--- src/hdl/uartrb_pkg.sv ---
`timescale 1ns / 1ps
// ----------------------------------------------------------------------------
// UART ring buffer package
// Shared constants, request codes, status codes and ring command type.
// ----------------------------------------------------------------------------
package uartrb_pkg;

   localparam int RX_DEPTH_DEF = 4;
   localparam int TX_DEPTH_DEF = 32;

   localparam logic [7:0] LINE_FEED       = 8'h0A;
   localparam logic [7:0] CARRIAGE_RETURN = 8'h0D;

   typedef enum logic [1:0] {
      OP_PUT      = 2'd0,
      OP_GET      = 2'd1,
      OP_RX_BYTE  = 2'd2,
      OP_TX_READY = 2'd3
   } opcode_type;

   typedef enum logic [1:0] {
      STATUS_OK         = 2'd0,
      STATUS_TX_FULL    = 2'd1,
      STATUS_RX_EMPTY   = 2'd2,
      STATUS_RX_OVERRUN = 2'd3
   } status_type;

   typedef struct packed {
      logic [1:0] push_count;
      logic       pop;
   } ring_cmd_type;

endpackage

--- src/hdl/uartrb_req_if.sv ---
`timescale 1ns / 1ps
// ----------------------------------------------------------------------------
// UART ring buffer request channel
// Valid/ready channel carrying one request: opcode and data byte.
// ----------------------------------------------------------------------------
interface uartrb_req_if;

   logic       valid;
   logic       ready;
   logic [1:0] opcode;
   logic [7:0] data_byte;

   modport source (output valid, output opcode, output data_byte, input ready);
   modport sink   (input valid, input opcode, input data_byte, output ready);

endinterface

--- src/hdl/uartrb_rsp_if.sv ---
`timescale 1ns / 1ps
// ----------------------------------------------------------------------------
// UART ring buffer response channel
// Valid/ready channel carrying the result of one request.
// ----------------------------------------------------------------------------
interface uartrb_rsp_if #(
   parameter int RX_COUNT_W = $clog2(uartrb_pkg::RX_DEPTH_DEF + 1),
   parameter int TX_COUNT_W = $clog2(uartrb_pkg::TX_DEPTH_DEF + 1)
);

   logic                  valid;
   logic                  ready;
   logic [1:0]            status;
   logic [7:0]            read_byte;
   logic                  tx_valid;
   logic [7:0]            tx_byte;
   logic [RX_COUNT_W-1:0] rx_count;
   logic [TX_COUNT_W-1:0] tx_count;

   modport source (
      output valid, output status, output read_byte, output tx_valid,
      output tx_byte, output rx_count, output tx_count, input ready
   );
   modport sink (
      input valid, input status, input read_byte, input tx_valid,
      input tx_byte, input rx_count, input tx_count, output ready
   );

endinterface

--- src/hdl/uartrb_ram.sv ---
`timescale 1ns / 1ps
// ----------------------------------------------------------------------------
// UART ring buffer RAM
// Generic simple dual-port RAM with one write port and a registered read.
// ----------------------------------------------------------------------------
module uartrb_ram #(
   parameter int WIDTH = 8,
   parameter int DEPTH = uartrb_pkg::TX_DEPTH_DEF
) (
   input  logic                     clock,
   input  logic                     wr_en,
   input  logic [$clog2(DEPTH)-1:0] wr_addr,
   input  logic [WIDTH-1:0]         wr_data,
   input  logic                     rd_en,
   input  logic [$clog2(DEPTH)-1:0] rd_addr,
   output logic [WIDTH-1:0]         rd_data
);

   logic [WIDTH-1:0] mem_ff [DEPTH];
   logic [WIDTH-1:0] rd_data_ff;

   always_ff @(posedge clock) begin
      if (wr_en) begin
         mem_ff[wr_addr] <= wr_data;
      end
      if (rd_en) begin
         rd_data_ff <= mem_ff[rd_addr];
      end
   end

   assign rd_data = rd_data_ff;

endmodule

--- src/hdl/uartrb_ring.sv ---
`timescale 1ns / 1ps
// ----------------------------------------------------------------------------
// UART ring buffer pointer control
// Read and write pointers counting modulo twice the depth, slots and fill.
// ----------------------------------------------------------------------------
module uartrb_ring #(
   parameter int DEPTH = uartrb_pkg::TX_DEPTH_DEF
) (
   input  logic                       clock,
   input  logic                       reset,
   input  uartrb_pkg::ring_cmd_type   cmd,
   output logic [$clog2(DEPTH)-1:0]   wr_slot,
   output logic [$clog2(DEPTH)-1:0]   wr_slot_plus1,
   output logic [$clog2(DEPTH)-1:0]   rd_slot,
   output logic [$clog2(DEPTH+1)-1:0] fill,
   output logic [$clog2(DEPTH+1)-1:0] fill_next
);

   import uartrb_pkg::*;

   localparam int PW  = $clog2(2 * DEPTH);
   localparam int PW1 = PW + 1;
   localparam int SW  = $clog2(DEPTH);
   localparam int FW  = $clog2(DEPTH + 1);
   localparam logic [PW-1:0] PTR_LAST = PW'(2 * DEPTH - 1);
   localparam logic [PW-1:0] PTR_HALF = PW'(DEPTH);

   logic [PW-1:0] wr_ptr_ff;
   logic [PW-1:0] wr_ptr_in;
   logic [PW-1:0] rd_ptr_ff;
   logic [PW-1:0] rd_ptr_in;
   logic [PW-1:0] wr_ptr_inc;

   function automatic logic [PW-1:0] ptr_inc(input logic [PW-1:0] p);
      return (p == PTR_LAST) ? '0 : p + PW'(1);
   endfunction

   function automatic logic [SW-1:0] ptr_slot(input logic [PW-1:0] p);
      return (p >= PTR_HALF) ? SW'(p - PTR_HALF) : SW'(p);
   endfunction

   function automatic logic [FW-1:0] ptr_fill(input logic [PW-1:0] w,
                                              input logic [PW-1:0] r);
      logic [PW1-1:0] diff;
      diff = {1'b0, w} - {1'b0, r};
      if (w < r) begin
         diff = diff + PW1'(2 * DEPTH);
      end
      return FW'(diff);
   endfunction

   assign wr_ptr_inc = ptr_inc(wr_ptr_ff);

   always_comb begin
      unique case (cmd.push_count)
         2'd1:    wr_ptr_in = wr_ptr_inc;
         2'd2:    wr_ptr_in = ptr_inc(wr_ptr_inc);
         default: wr_ptr_in = wr_ptr_ff;
      endcase
      rd_ptr_in = cmd.pop ? ptr_inc(rd_ptr_ff) : rd_ptr_ff;
   end

   always_ff @(posedge clock) begin
      if (reset) begin
         wr_ptr_ff <= '0;
         rd_ptr_ff <= '0;
      end else begin
         wr_ptr_ff <= wr_ptr_in;
         rd_ptr_ff <= rd_ptr_in;
      end
   end

   assign wr_slot       = ptr_slot(wr_ptr_ff);
   assign wr_slot_plus1 = ptr_slot(wr_ptr_inc);
   assign rd_slot       = ptr_slot(rd_ptr_ff);
   assign fill          = ptr_fill(wr_ptr_ff, rd_ptr_ff);
   assign fill_next     = ptr_fill(wr_ptr_in, rd_ptr_in);

endmodule

--- src/hdl/uart_rx_tx_ring_buffers_core.sv ---
`timescale 1ns / 1ps
// ----------------------------------------------------------------------------
// UART receive and transmit ring buffers
// Host put/get and line receive/transmit-ready requests on two byte rings.
// ----------------------------------------------------------------------------
// Requests arrive on req_if (opcode, data_byte) and each produces exactly one
// response on rsp_if. The csr write port sets crlf_enable, which makes a put
// of a line feed queue a carriage return first.
// Both rings live in RAMs with a registered read; the pointers sit
// in flip-flops, so full and empty decisions are made when a request is taken.
// Puts without a carriage return, line receives, failed gets and idle
// transmit-ready requests respond from the response registers, and the block
// can take one of these every cycle. A successful get or a transmit-ready that
// pops a byte waits for the registered RAM read and then responds. A put that
// inserts a carriage return needs two writes to the single RAM write port and
// holds off requests for the second write. A new request is taken while the
// previous response is taken in the same cycle; requests wait while it stalls.
// Reset empties both rings, marks the transmitter idle and sets crlf_enable.
// ----------------------------------------------------------------------------
module uart_rx_tx_ring_buffers_core #(
   parameter int RX_DEPTH = uartrb_pkg::RX_DEPTH_DEF,
   parameter int TX_DEPTH = uartrb_pkg::TX_DEPTH_DEF
) (
   input  logic               clock,
   input  logic               reset,
   uartrb_req_if.sink         req_if,
   uartrb_rsp_if.source       rsp_if,
   input  logic               csr_wr_en,
   input  logic               csr_wr_data
);

   import uartrb_pkg::*;

   localparam int RX_SW = $clog2(RX_DEPTH);
   localparam int RX_FW = $clog2(RX_DEPTH + 1);
   localparam int TX_SW = $clog2(TX_DEPTH);
   localparam int TX_FW = $clog2(TX_DEPTH + 1);

   typedef enum logic [1:0] {
      ST_IDLE,
      ST_WRITE2,
      ST_READ
   } state_type;

   state_type         state_ff;
   state_type         state_in;
   logic              crlf_ff;
   logic              crlf_in;
   logic              tx_idle_ff;
   logic              tx_idle_in;
   logic              byte_from_rx_ff;
   logic              byte_from_rx_in;
   logic [TX_SW-1:0]  second_slot_ff;
   logic [TX_SW-1:0]  second_slot_in;

   logic              rsp_valid_ff;
   logic              rsp_valid_in;
   status_type        status_ff;
   status_type        status_in;
   logic [7:0]        read_byte_ff;
   logic [7:0]        read_byte_in;
   logic              tx_valid_ff;
   logic              tx_valid_in;
   logic [7:0]        tx_byte_ff;
   logic [7:0]        tx_byte_in;
   logic [RX_FW-1:0]  rx_count_ff;
   logic [RX_FW-1:0]  rx_count_in;
   logic [TX_FW-1:0]  tx_count_ff;
   logic [TX_FW-1:0]  tx_count_in;

   logic              req_accept;
   opcode_type        op;
   logic [7:0]        data;
   logic              add_cr;
   logic [7:0]        first_byte;

   ring_cmd_type      rx_cmd;
   ring_cmd_type      tx_cmd;
   logic [RX_SW-1:0]  rx_wr_slot;
   logic [RX_SW-1:0]  rx_rd_slot;
   logic [RX_FW-1:0]  rx_fill;
   logic [RX_FW-1:0]  rx_fill_next;
   logic [TX_SW-1:0]  tx_wr_slot;
   logic [TX_SW-1:0]  tx_wr_slot_plus1;
   logic [TX_SW-1:0]  tx_rd_slot;
   logic [TX_FW-1:0]  tx_fill;
   logic [TX_FW-1:0]  tx_fill_next;
   logic [TX_FW-1:0]  tx_free;

   logic              rx_empty;
   logic              rx_full;
   logic              tx_empty;
   logic              tx_full;

   logic              rx_ram_we;
   logic              rx_ram_re;
   logic [7:0]        rx_ram_rdata;
   logic              tx_ram_we;
   logic              tx_ram_re;
   logic [TX_SW-1:0]  tx_ram_waddr;
   logic [7:0]        tx_ram_wdata;
   logic [7:0]        tx_ram_rdata;

   assign req_if.ready = (state_ff == ST_IDLE) && (!rsp_valid_ff || rsp_if.ready);
   assign req_accept   = req_if.valid && req_if.ready;
   assign op           = opcode_type'(req_if.opcode);
   assign data         = req_if.data_byte;

   assign add_cr     = crlf_ff && (data == LINE_FEED);
   assign first_byte = add_cr ? CARRIAGE_RETURN : data;

   assign tx_free  = TX_FW'(TX_DEPTH) - tx_fill;
   assign tx_full  = add_cr ? (tx_free < TX_FW'(2)) : (tx_free == '0);
   assign tx_empty = (tx_fill == '0);
   assign rx_empty = (rx_fill == '0);
   assign rx_full  = (rx_fill == RX_FW'(RX_DEPTH));

   always_comb begin
      rx_cmd = '0;
      tx_cmd = '0;
      if (req_accept) begin
         unique case (op)
            OP_PUT: begin
               if (!tx_full) begin
                  tx_cmd.push_count = add_cr ? 2'd2 : 2'd1;
                  tx_cmd.pop        = tx_idle_ff;
               end
            end
            OP_GET: begin
               rx_cmd.pop = !rx_empty;
            end
            OP_RX_BYTE: begin
               rx_cmd.push_count = rx_full ? 2'd0 : 2'd1;
            end
            OP_TX_READY: begin
               tx_cmd.pop = !tx_empty;
            end
            default: begin
               rx_cmd = '0;
            end
         endcase
      end
   end

   uartrb_ring #(
      .DEPTH (RX_DEPTH)
   ) u_rx_ring (
      .clock         (clock),
      .reset         (reset),
      .cmd           (rx_cmd),
      .wr_slot       (rx_wr_slot),
      .wr_slot_plus1 (),
      .rd_slot       (rx_rd_slot),
      .fill          (rx_fill),
      .fill_next     (rx_fill_next)
   );

   uartrb_ring #(
      .DEPTH (TX_DEPTH)
   ) u_tx_ring (
      .clock         (clock),
      .reset         (reset),
      .cmd           (tx_cmd),
      .wr_slot       (tx_wr_slot),
      .wr_slot_plus1 (tx_wr_slot_plus1),
      .rd_slot       (tx_rd_slot),
      .fill          (tx_fill),
      .fill_next     (tx_fill_next)
   );

   assign rx_ram_we = (rx_cmd.push_count != 2'd0);
   assign rx_ram_re = rx_cmd.pop;

   uartrb_ram #(
      .WIDTH (8),
      .DEPTH (RX_DEPTH)
   ) u_rx_ram (
      .clock   (clock),
      .wr_en   (rx_ram_we),
      .wr_addr (rx_wr_slot),
      .wr_data (data),
      .rd_en   (rx_ram_re),
      .rd_addr (rx_rd_slot),
      .rd_data (rx_ram_rdata)
   );

   // The second write of a carriage return put always stores the line feed.
   assign tx_ram_we    = (tx_cmd.push_count != 2'd0) || (state_ff == ST_WRITE2);
   assign tx_ram_waddr = (state_ff == ST_WRITE2) ? second_slot_ff : tx_wr_slot;
   assign tx_ram_wdata = (state_ff == ST_WRITE2) ? LINE_FEED : first_byte;
   assign tx_ram_re    = req_accept && (op == OP_TX_READY) && !tx_empty;

   uartrb_ram #(
      .WIDTH (8),
      .DEPTH (TX_DEPTH)
   ) u_tx_ram (
      .clock   (clock),
      .wr_en   (tx_ram_we),
      .wr_addr (tx_ram_waddr),
      .wr_data (tx_ram_wdata),
      .rd_en   (tx_ram_re),
      .rd_addr (tx_rd_slot),
      .rd_data (tx_ram_rdata)
   );

   always_comb begin
      state_in        = state_ff;
      crlf_in         = csr_wr_en ? csr_wr_data : crlf_ff;
      tx_idle_in      = tx_idle_ff;
      byte_from_rx_in = byte_from_rx_ff;
      second_slot_in  = second_slot_ff;
      rsp_valid_in    = rsp_valid_ff && !rsp_if.ready;
      status_in       = status_ff;
      read_byte_in    = read_byte_ff;
      tx_valid_in     = tx_valid_ff;
      tx_byte_in      = tx_byte_ff;
      rx_count_in     = rx_count_ff;
      tx_count_in     = tx_count_ff;

      unique case (state_ff)
         ST_IDLE: begin
            second_slot_in = tx_wr_slot_plus1;
            if (req_accept) begin
               rsp_valid_in = 1'b1;
               status_in    = STATUS_OK;
               read_byte_in = '0;
               tx_valid_in  = 1'b0;
               tx_byte_in   = '0;
               rx_count_in  = rx_fill_next;
               tx_count_in  = tx_fill_next;
               unique case (op)
                  OP_PUT: begin
                     if (tx_full) begin
                        status_in = STATUS_TX_FULL;
                     end else begin
                        if (add_cr) begin
                           state_in = ST_WRITE2;
                        end
                        // An idle transmitter always has an empty ring, so the
                        // byte to send is the first one queued by this put.
                        if (tx_idle_ff) begin
                           tx_valid_in = 1'b1;
                           tx_byte_in  = first_byte;
                           tx_idle_in  = 1'b0;
                        end
                     end
                  end
                  OP_GET: begin
                     if (rx_empty) begin
                        status_in = STATUS_RX_EMPTY;
                     end else begin
                        state_in        = ST_READ;
                        rsp_valid_in    = 1'b0;
                        byte_from_rx_in = 1'b1;
                     end
                  end
                  OP_RX_BYTE: begin
                     if (rx_full) begin
                        status_in = STATUS_RX_OVERRUN;
                     end
                  end
                  OP_TX_READY: begin
                     if (tx_empty) begin
                        tx_idle_in = 1'b1;
                     end else begin
                        tx_valid_in     = 1'b1;
                        tx_idle_in      = 1'b0;
                        state_in        = ST_READ;
                        rsp_valid_in    = 1'b0;
                        byte_from_rx_in = 1'b0;
                     end
                  end
                  default: begin
                     status_in = STATUS_OK;
                  end
               endcase
            end
         end
         ST_WRITE2: begin
            state_in = ST_IDLE;
         end
         ST_READ: begin
            state_in     = ST_IDLE;
            rsp_valid_in = 1'b1;
            if (byte_from_rx_ff) begin
               read_byte_in = rx_ram_rdata;
            end else begin
               tx_byte_in = tx_ram_rdata;
            end
         end
         default: begin
            state_in = ST_IDLE;
         end
      endcase
   end

   always_ff @(posedge clock) begin
      if (reset) begin
         state_ff     <= ST_IDLE;
         crlf_ff      <= 1'b1;
         tx_idle_ff   <= 1'b1;
         rsp_valid_ff <= 1'b0;
      end else begin
         state_ff     <= state_in;
         crlf_ff      <= crlf_in;
         tx_idle_ff   <= tx_idle_in;
         rsp_valid_ff <= rsp_valid_in;
      end
      byte_from_rx_ff <= byte_from_rx_in;
      second_slot_ff  <= second_slot_in;
      status_ff       <= status_in;
      read_byte_ff    <= read_byte_in;
      tx_valid_ff     <= tx_valid_in;
      tx_byte_ff      <= tx_byte_in;
      rx_count_ff     <= rx_count_in;
      tx_count_ff     <= tx_count_in;
   end

   assign rsp_if.valid     = rsp_valid_ff;
   assign rsp_if.status    = status_ff;
   assign rsp_if.read_byte = read_byte_ff;
   assign rsp_if.tx_valid  = tx_valid_ff;
   assign rsp_if.tx_byte   = tx_byte_ff;
   assign rsp_if.rx_count  = rx_count_ff;
   assign rsp_if.tx_count  = tx_count_ff;

endmodule
--- src/flat_wrapper.sv ---
// flat-port wrapper written by rule: the top's interface ports become plain ports
module uart_rx_tx_ring_buffers_core_flat import uartrb_pkg::*;
#(
   parameter int RX_DEPTH = uartrb_pkg::RX_DEPTH_DEF,
   parameter int TX_DEPTH = uartrb_pkg::TX_DEPTH_DEF
)
  (clock, reset, csr_wr_en, csr_wr_data, req_if_valid, req_if_opcode, req_if_data_byte, req_if_ready, rsp_if_valid, rsp_if_status, rsp_if_read_byte, rsp_if_tx_valid, rsp_if_tx_byte, rsp_if_rx_count, rsp_if_tx_count, rsp_if_ready);
  uartrb_req_if req_if_i ();
  uartrb_rsp_if rsp_if_i ();
  input  logic clock;
  input  logic reset;
  input  logic csr_wr_en;
  input  logic csr_wr_data;
  input wire logic [$bits(req_if_i.valid)-1:0] req_if_valid;
  input wire logic [$bits(req_if_i.opcode)-1:0] req_if_opcode;
  input wire logic [$bits(req_if_i.data_byte)-1:0] req_if_data_byte;
  output wire logic [$bits(req_if_i.ready)-1:0] req_if_ready;
  output wire logic [$bits(rsp_if_i.valid)-1:0] rsp_if_valid;
  output wire logic [$bits(rsp_if_i.status)-1:0] rsp_if_status;
  output wire logic [$bits(rsp_if_i.read_byte)-1:0] rsp_if_read_byte;
  output wire logic [$bits(rsp_if_i.tx_valid)-1:0] rsp_if_tx_valid;
  output wire logic [$bits(rsp_if_i.tx_byte)-1:0] rsp_if_tx_byte;
  output wire logic [$bits(rsp_if_i.rx_count)-1:0] rsp_if_rx_count;
  output wire logic [$bits(rsp_if_i.tx_count)-1:0] rsp_if_tx_count;
  input wire logic [$bits(rsp_if_i.ready)-1:0] rsp_if_ready;
  assign req_if_i.valid = req_if_valid;
  assign req_if_i.opcode = req_if_opcode;
  assign req_if_i.data_byte = req_if_data_byte;
  assign req_if_ready = req_if_i.ready;
  assign rsp_if_valid = rsp_if_i.valid;
  assign rsp_if_status = rsp_if_i.status;
  assign rsp_if_read_byte = rsp_if_i.read_byte;
  assign rsp_if_tx_valid = rsp_if_i.tx_valid;
  assign rsp_if_tx_byte = rsp_if_i.tx_byte;
  assign rsp_if_rx_count = rsp_if_i.rx_count;
  assign rsp_if_tx_count = rsp_if_i.tx_count;
  assign rsp_if_i.ready = rsp_if_ready;
  uart_rx_tx_ring_buffers_core #(.RX_DEPTH(RX_DEPTH), .TX_DEPTH(TX_DEPTH)) u_core (.clock(clock), .reset(reset), .req_if(req_if_i), .rsp_if(rsp_if_i), .csr_wr_en(csr_wr_en), .csr_wr_data(csr_wr_data));
endmodule
--- config.mk ---
export PLATFORM = sky130hd
export DESIGN_NAME = uart_rx_tx_ring_buffers_core_flat
export DESIGN_NICKNAME = d
export VERILOG_FILES = /design/src/hdl/uartrb_pkg.sv /design/src/hdl/uartrb_req_if.sv /design/src/hdl/uartrb_rsp_if.sv /design/src/hdl/uartrb_ram.sv /design/src/hdl/uartrb_ring.sv /design/src/hdl/uart_rx_tx_ring_buffers_core.sv /design/src/flat_wrapper.sv
export SDC_FILE = /design/constraint.sdc
export NUM_CORES = 1
export LEC_CHECK = 0
export BUFFER_PORTS_ARGS = -buffer_cell sky130_fd_sc_hd__buf_2
export CELL_PAD_IN_SITES_DETAIL_PLACEMENT = 1
export CELL_PAD_IN_SITES_GLOBAL_PLACEMENT = 1
export CORE_MARGIN = 5
export CORE_UTILIZATION = 47
export DETAILED_ROUTE_END_ITERATION = 12
export PLACE_DENSITY = 0.8
export SLEW_MARGIN = 20
export SYNTH_ARGS = -nofsm -noshare
export SYNTH_HDL_FRONTEND = slang
export SYNTH_HIERARCHICAL = 1
export SYNTH_SLANG_ARGS = --single-unit
--- constraint.sdc ---
create_clock -name clock -period 4.8 [get_ports clock]
set_input_delay 0.72 -clock clock [delete_from_list [all_inputs] [get_ports clock]]
set_output_delay 0.72 -clock clock [all_outputs]
set_load 0.005 [all_outputs]
==> load_flow_metrics.sql <==
INSERT INTO impl_metrics (metric_group, metric, value, unit) VALUES
('job', 'drv.max_cap_violation_count', '0', ''),
('timing', 'hold-worst-slack', '0.407', 'ns'),
('clock_network', 'clock_sinks', '361', ''),
('die', 'die_h', '191', 'um'),
('worst_setup_path', 'path_max_fanout', '5', ''),
('pwr', 'internal-power', '5.34', 'mW'),
('worst_setup_path', 'cp_data_arrival_time', '4.92', 'ns'),
('timing', 'fmaxAchievable', '215', 'MHz'),
('grt', 'gr-usage-all-layers', '19.1', '%'),
('timing', 'setup_total_negative_slack', '0', 'ns'),
('detailed_routing', 'drt-vias-per-instance', '5.79', ''),
('finish', 'syn2layout_area_growth', '13.8', '%'),
('placement', 'pre_cts_slack', '-0.119', 'ns'),
('detailed_routing', 'detailedRoute.firstPassIterationCount', '5', ''),
('detailed_routing', 'routed_wl', '35.0', 'mm'),
('outcome', 'run_status', 'complete, no violations', ''),
('grt', 'grt_antenna_before_repair', '0', ''),
('pwr', 'leakagePower', '5.78', 'nW'),
('pwr', 'post-layout-total-power', '6.79', 'mW'),
('detailed_routing', 'remaining_antenna_violation_count_after_routing', '0', ''),
('worst_hold_path', 'hold_path.class', 'in2reg', ''),
('placement', 'port_buf_inserts', '45', ''),
('clock_network', 'ctsHtreeMaxLevel', '2', ''),
('clock_network', 'worst_setup_hold_path_clk_slew', '0.06', 'ns'),
('die', 'placement_rows', '66', ''),
('worst_setup_path', 'critical-path-max-stage-delay', '0.50', 'ns'),
('timing', 'timing_hold_violations_final', '0', ''),
('finish', 'antenna-diode-count', '0', ''),
('worst_setup_path', 'crit_slowest_cell', 'sky130_fd_sc_hd__fa_1', ''),
('worst_setup_path', 'worst_path_bufs_invs', '4', ''),
('clock_network', 'clock-root-buffer', 'sky130_fd_sc_hd__clkbuf_16', ''),
('grt', 'grt_start_max_net_pins', '67', ''),
('timing', 'timing.final.crit_share', '96.7', '%'),
('timing', 'report.final.slew_viol_count', '0', ''),
('grt', 'first_global_vias', '8812', ''),
('finish', 'stdcell_count', '1453', ''),
('finish', 'fin_util', '54.1', '%'),
('die', 'die_outline_area', '36600', 'um2'),
('pwr', 'vdd.ir_drop.worst', '0.000208', 'V'),
('timing', 'post-route-min-period', '4.64', 'ns'),
('worst_setup_path', 'worst-endpoint-required', '5.08', 'ns'),
('clock_network', 'cts.hold.buffers_added', '0', ''),
('placement', 'place_inst', '1379', ''),
('pwr', 'power_frac_seq', '51.6', '%'),
('worst_setup_path', 'critical_path_class', 'reg2reg', ''),
('pwr', 'comb_power_share', '6.3', '%'),
('die', 'initial_core_util', '47.5', '%'),
('clock_network', 'cts_made_buffers', '38', ''),
('synth', 'postSynthAreaPerCell', '17.1', 'um2'),
('synth', 'synth.cell_area', '15500', 'um2'),
('finish', 'drive_above_1_share', '27.7', '%'),
('timing', 'setup_viol', '0', ''),
('detailed_routing', 'routedWlPerCell', '24.1', 'um'),
('synth', 'synth.yosys.warnings', '6', ''),
('clock_network', 'clock_latency', '0.52', 'ns'),
('clock_network', 'cts_buffer_depth', '3', ''),
('grt', 'grt_overflow_total', '0', ''),
('pwr', 'netSwitchingPower', '1.45', 'mW'),
('worst_setup_path', 'path_cells', 'inv_1 > ha_1 > fa_1 > inv_1 > inv_1 > ha_2 > nor2b_4 > mux2_2 > o22a_1 > o31ai_4 > nor2_2 > ha_2 > a31o_2 > o2bb2ai_4 > inv_1 > ha_1 > nor2b_1 > nor3_2 > o21bai_1 > a21oi_1 > xnor2_1 > xnor2_1', ''),
('finish', 'final_nets', '1031', ''),
('finish', 'final_design_area_no_fill', '17600', 'um2'),
('worst_setup_path', 'crit_top_cell', 'sky130_fd_sc_hd__inv_1', ''),
('placement', 'postPlaceCellArea', '16200', 'um2'),
('grt', 'grt_pass1_wl', '53.5', 'mm'),
('worst_setup_path', 'timing.critical_path.max_delay_family', 'adder cells', ''),
('die', 'die_width', '191', 'um'),
('clock_network', 'cts_tree', 'done', ''),
('placement', 'place_hpwl', '22.7', 'mm'),
('pwr', 'switching_share', '21.3', '%'),
('die', 'design.core.area', '32500', 'um2'),
('detailed_routing', 'drt_drc_violations_left', '0', '');
worst register-to-register path, cell delays in order, from the launching register on:
cell and delay [ns]:
sky130_fd_sc_hd__dfxtp_2 0.33, sky130_fd_sc_hd__inv_1 0.05, sky130_fd_sc_hd__ha_1 0.21, sky130_fd_sc_hd__fa_1 0.50, sky130_fd_sc_hd__inv_1 0.07, sky130_fd_sc_hd__inv_1 0.07
sky130_fd_sc_hd__ha_2 0.20, sky130_fd_sc_hd__nor2b_4 0.23, sky130_fd_sc_hd__mux2_2 0.36, sky130_fd_sc_hd__o22a_1 0.19, sky130_fd_sc_hd__o31ai_4 0.25, sky130_fd_sc_hd__nor2_2 0.07
sky130_fd_sc_hd__ha_2 0.28, sky130_fd_sc_hd__a31o_2 0.25, sky130_fd_sc_hd__o2bb2ai_4 0.16, sky130_fd_sc_hd__inv_1 0.06, sky130_fd_sc_hd__ha_1 0.26, sky130_fd_sc_hd__nor2b_1 0.14
sky130_fd_sc_hd__nor3_2 0.21, sky130_fd_sc_hd__o21bai_1 0.10, sky130_fd_sc_hd__a21oi_1 0.17, sky130_fd_sc_hd__xnor2_1 0.16, sky130_fd_sc_hd__xnor2_1 0.09
timing repair:
item,4_1_cts,5_1_grt
resized for setup,10,13
hold endpoints to repair,0,0
pin swaps,1,11
endpoints found under the setup margin,2,2
buffers inserted,1,4
power groups by stage:
| stage | sequential, mW | clock [mW] | combinational, mW |
|---|---|---|---|
| floorplan | 3.58 | 0 | 0.260 |
| global placement | 3.57 | 0 | 0.385 |
| detailed placement | 3.58 | 0 | 0.404 |
| CTS | 3.51 | 2.92 | 0.414 |
| global route | 3.51 | 3.09 | 0.460 |
| finish | 3.51 | 2.86 | 0.425 |
layer usage:
layer  global-route usage, %  vias to the layer above  wire [um]
li1                        -                     3659          -
met1                    25.9                     4445      14700
met2                    33.2                      278      17900
met3                    2.99                       34       1870
met4                    3.95                        0        471
met5                       0                        -          0
sequential cells by signal, summed over array words and instances (netlist names), 3 cells and up:
register and flops:
u_core/rsp_if.tx_count 6, u_core/rsp_if.rx_count 3, u_core/u_tx_ram/rd_data 8, u_core/u_rx_ram/rd_data 8, u_core/u_rx_ring/wr_ptr_ff 3, u_core/u_tx_ring/wr_ptr_ff 6
u_core/rsp_if.read_byte 8, u_core/u_tx_ring/rd_ptr_ff 6, u_core/second_slot_ff 5, u_core/u_rx_ring/rd_ptr_ff 3, u_core/u_tx_ram/mem_ff 256, u_core/rsp_if.tx_byte 8
u_core/u_rx_ram/mem_ff 32
worst paths after layout:
kind | start | end | slack (ns) | cells past startpoint
max | u_core/u_tx_ring/wr_ptr_ff[0] | u_core/rsp_if.tx_count[5] | 0.16 | 22
min | csr_wr_data | u_core/crlf_ff | 0.41 | 2
max reg2reg | u_core/u_tx_ring/wr_ptr_ff[0] | u_core/rsp_if.tx_count[5] | 0.16 | 22
min reg2reg | u_core/u_rx_ram/rd_data[4] | u_core/rsp_if.read_byte[4] | 0.52 | 1
placed cells by master, fill, tap and decap left out, types with 10 or more instances in the layout:
master	instances
sky130_fd_sc_hd__dfxtp_1	18
sky130_fd_sc_hd__buf_2	45
sky130_fd_sc_hd__mux2_2	10
sky130_fd_sc_hd__inv_1	38
sky130_fd_sc_hd__nand2b_1	11
sky130_fd_sc_hd__nor2_1	69
sky130_fd_sc_hd__o21ai_0	22
sky130_fd_sc_hd__clkinv_1	10
sky130_fd_sc_hd__edfxtp_1	338
sky130_fd_sc_hd__buf_4	38
sky130_fd_sc_hd__mux4_2	88
sky130_fd_sc_hd__nand3_1	10
sky130_fd_sc_hd__xnor2_1	14
sky130_fd_sc_hd__ha_1	25
sky130_fd_sc_hd__clkbuf_16	39
sky130_fd_sc_hd__nor2b_1	11
sky130_fd_sc_hd__nand2_1	50
sky130_fd_sc_hd__a21oi_1	16
sky130_fd_sc_hd__and2_1	10
final cells by class:
| type | count | area, um2 |
|---|---|---|
| clock buffer | 46 | 1010 |
| clock inverter | 23 | 211 |
| fill | 3047 | 14900 |
| inverter | 38 | 143 |
| multi-input combinational | 459 | 4530 |
| sequential | 361 | 10600 |
| tap | 442 | 553 |
| timing repair buffer | 84 | 522 |
No activity file was read; power rests on OpenSTA's default activity.
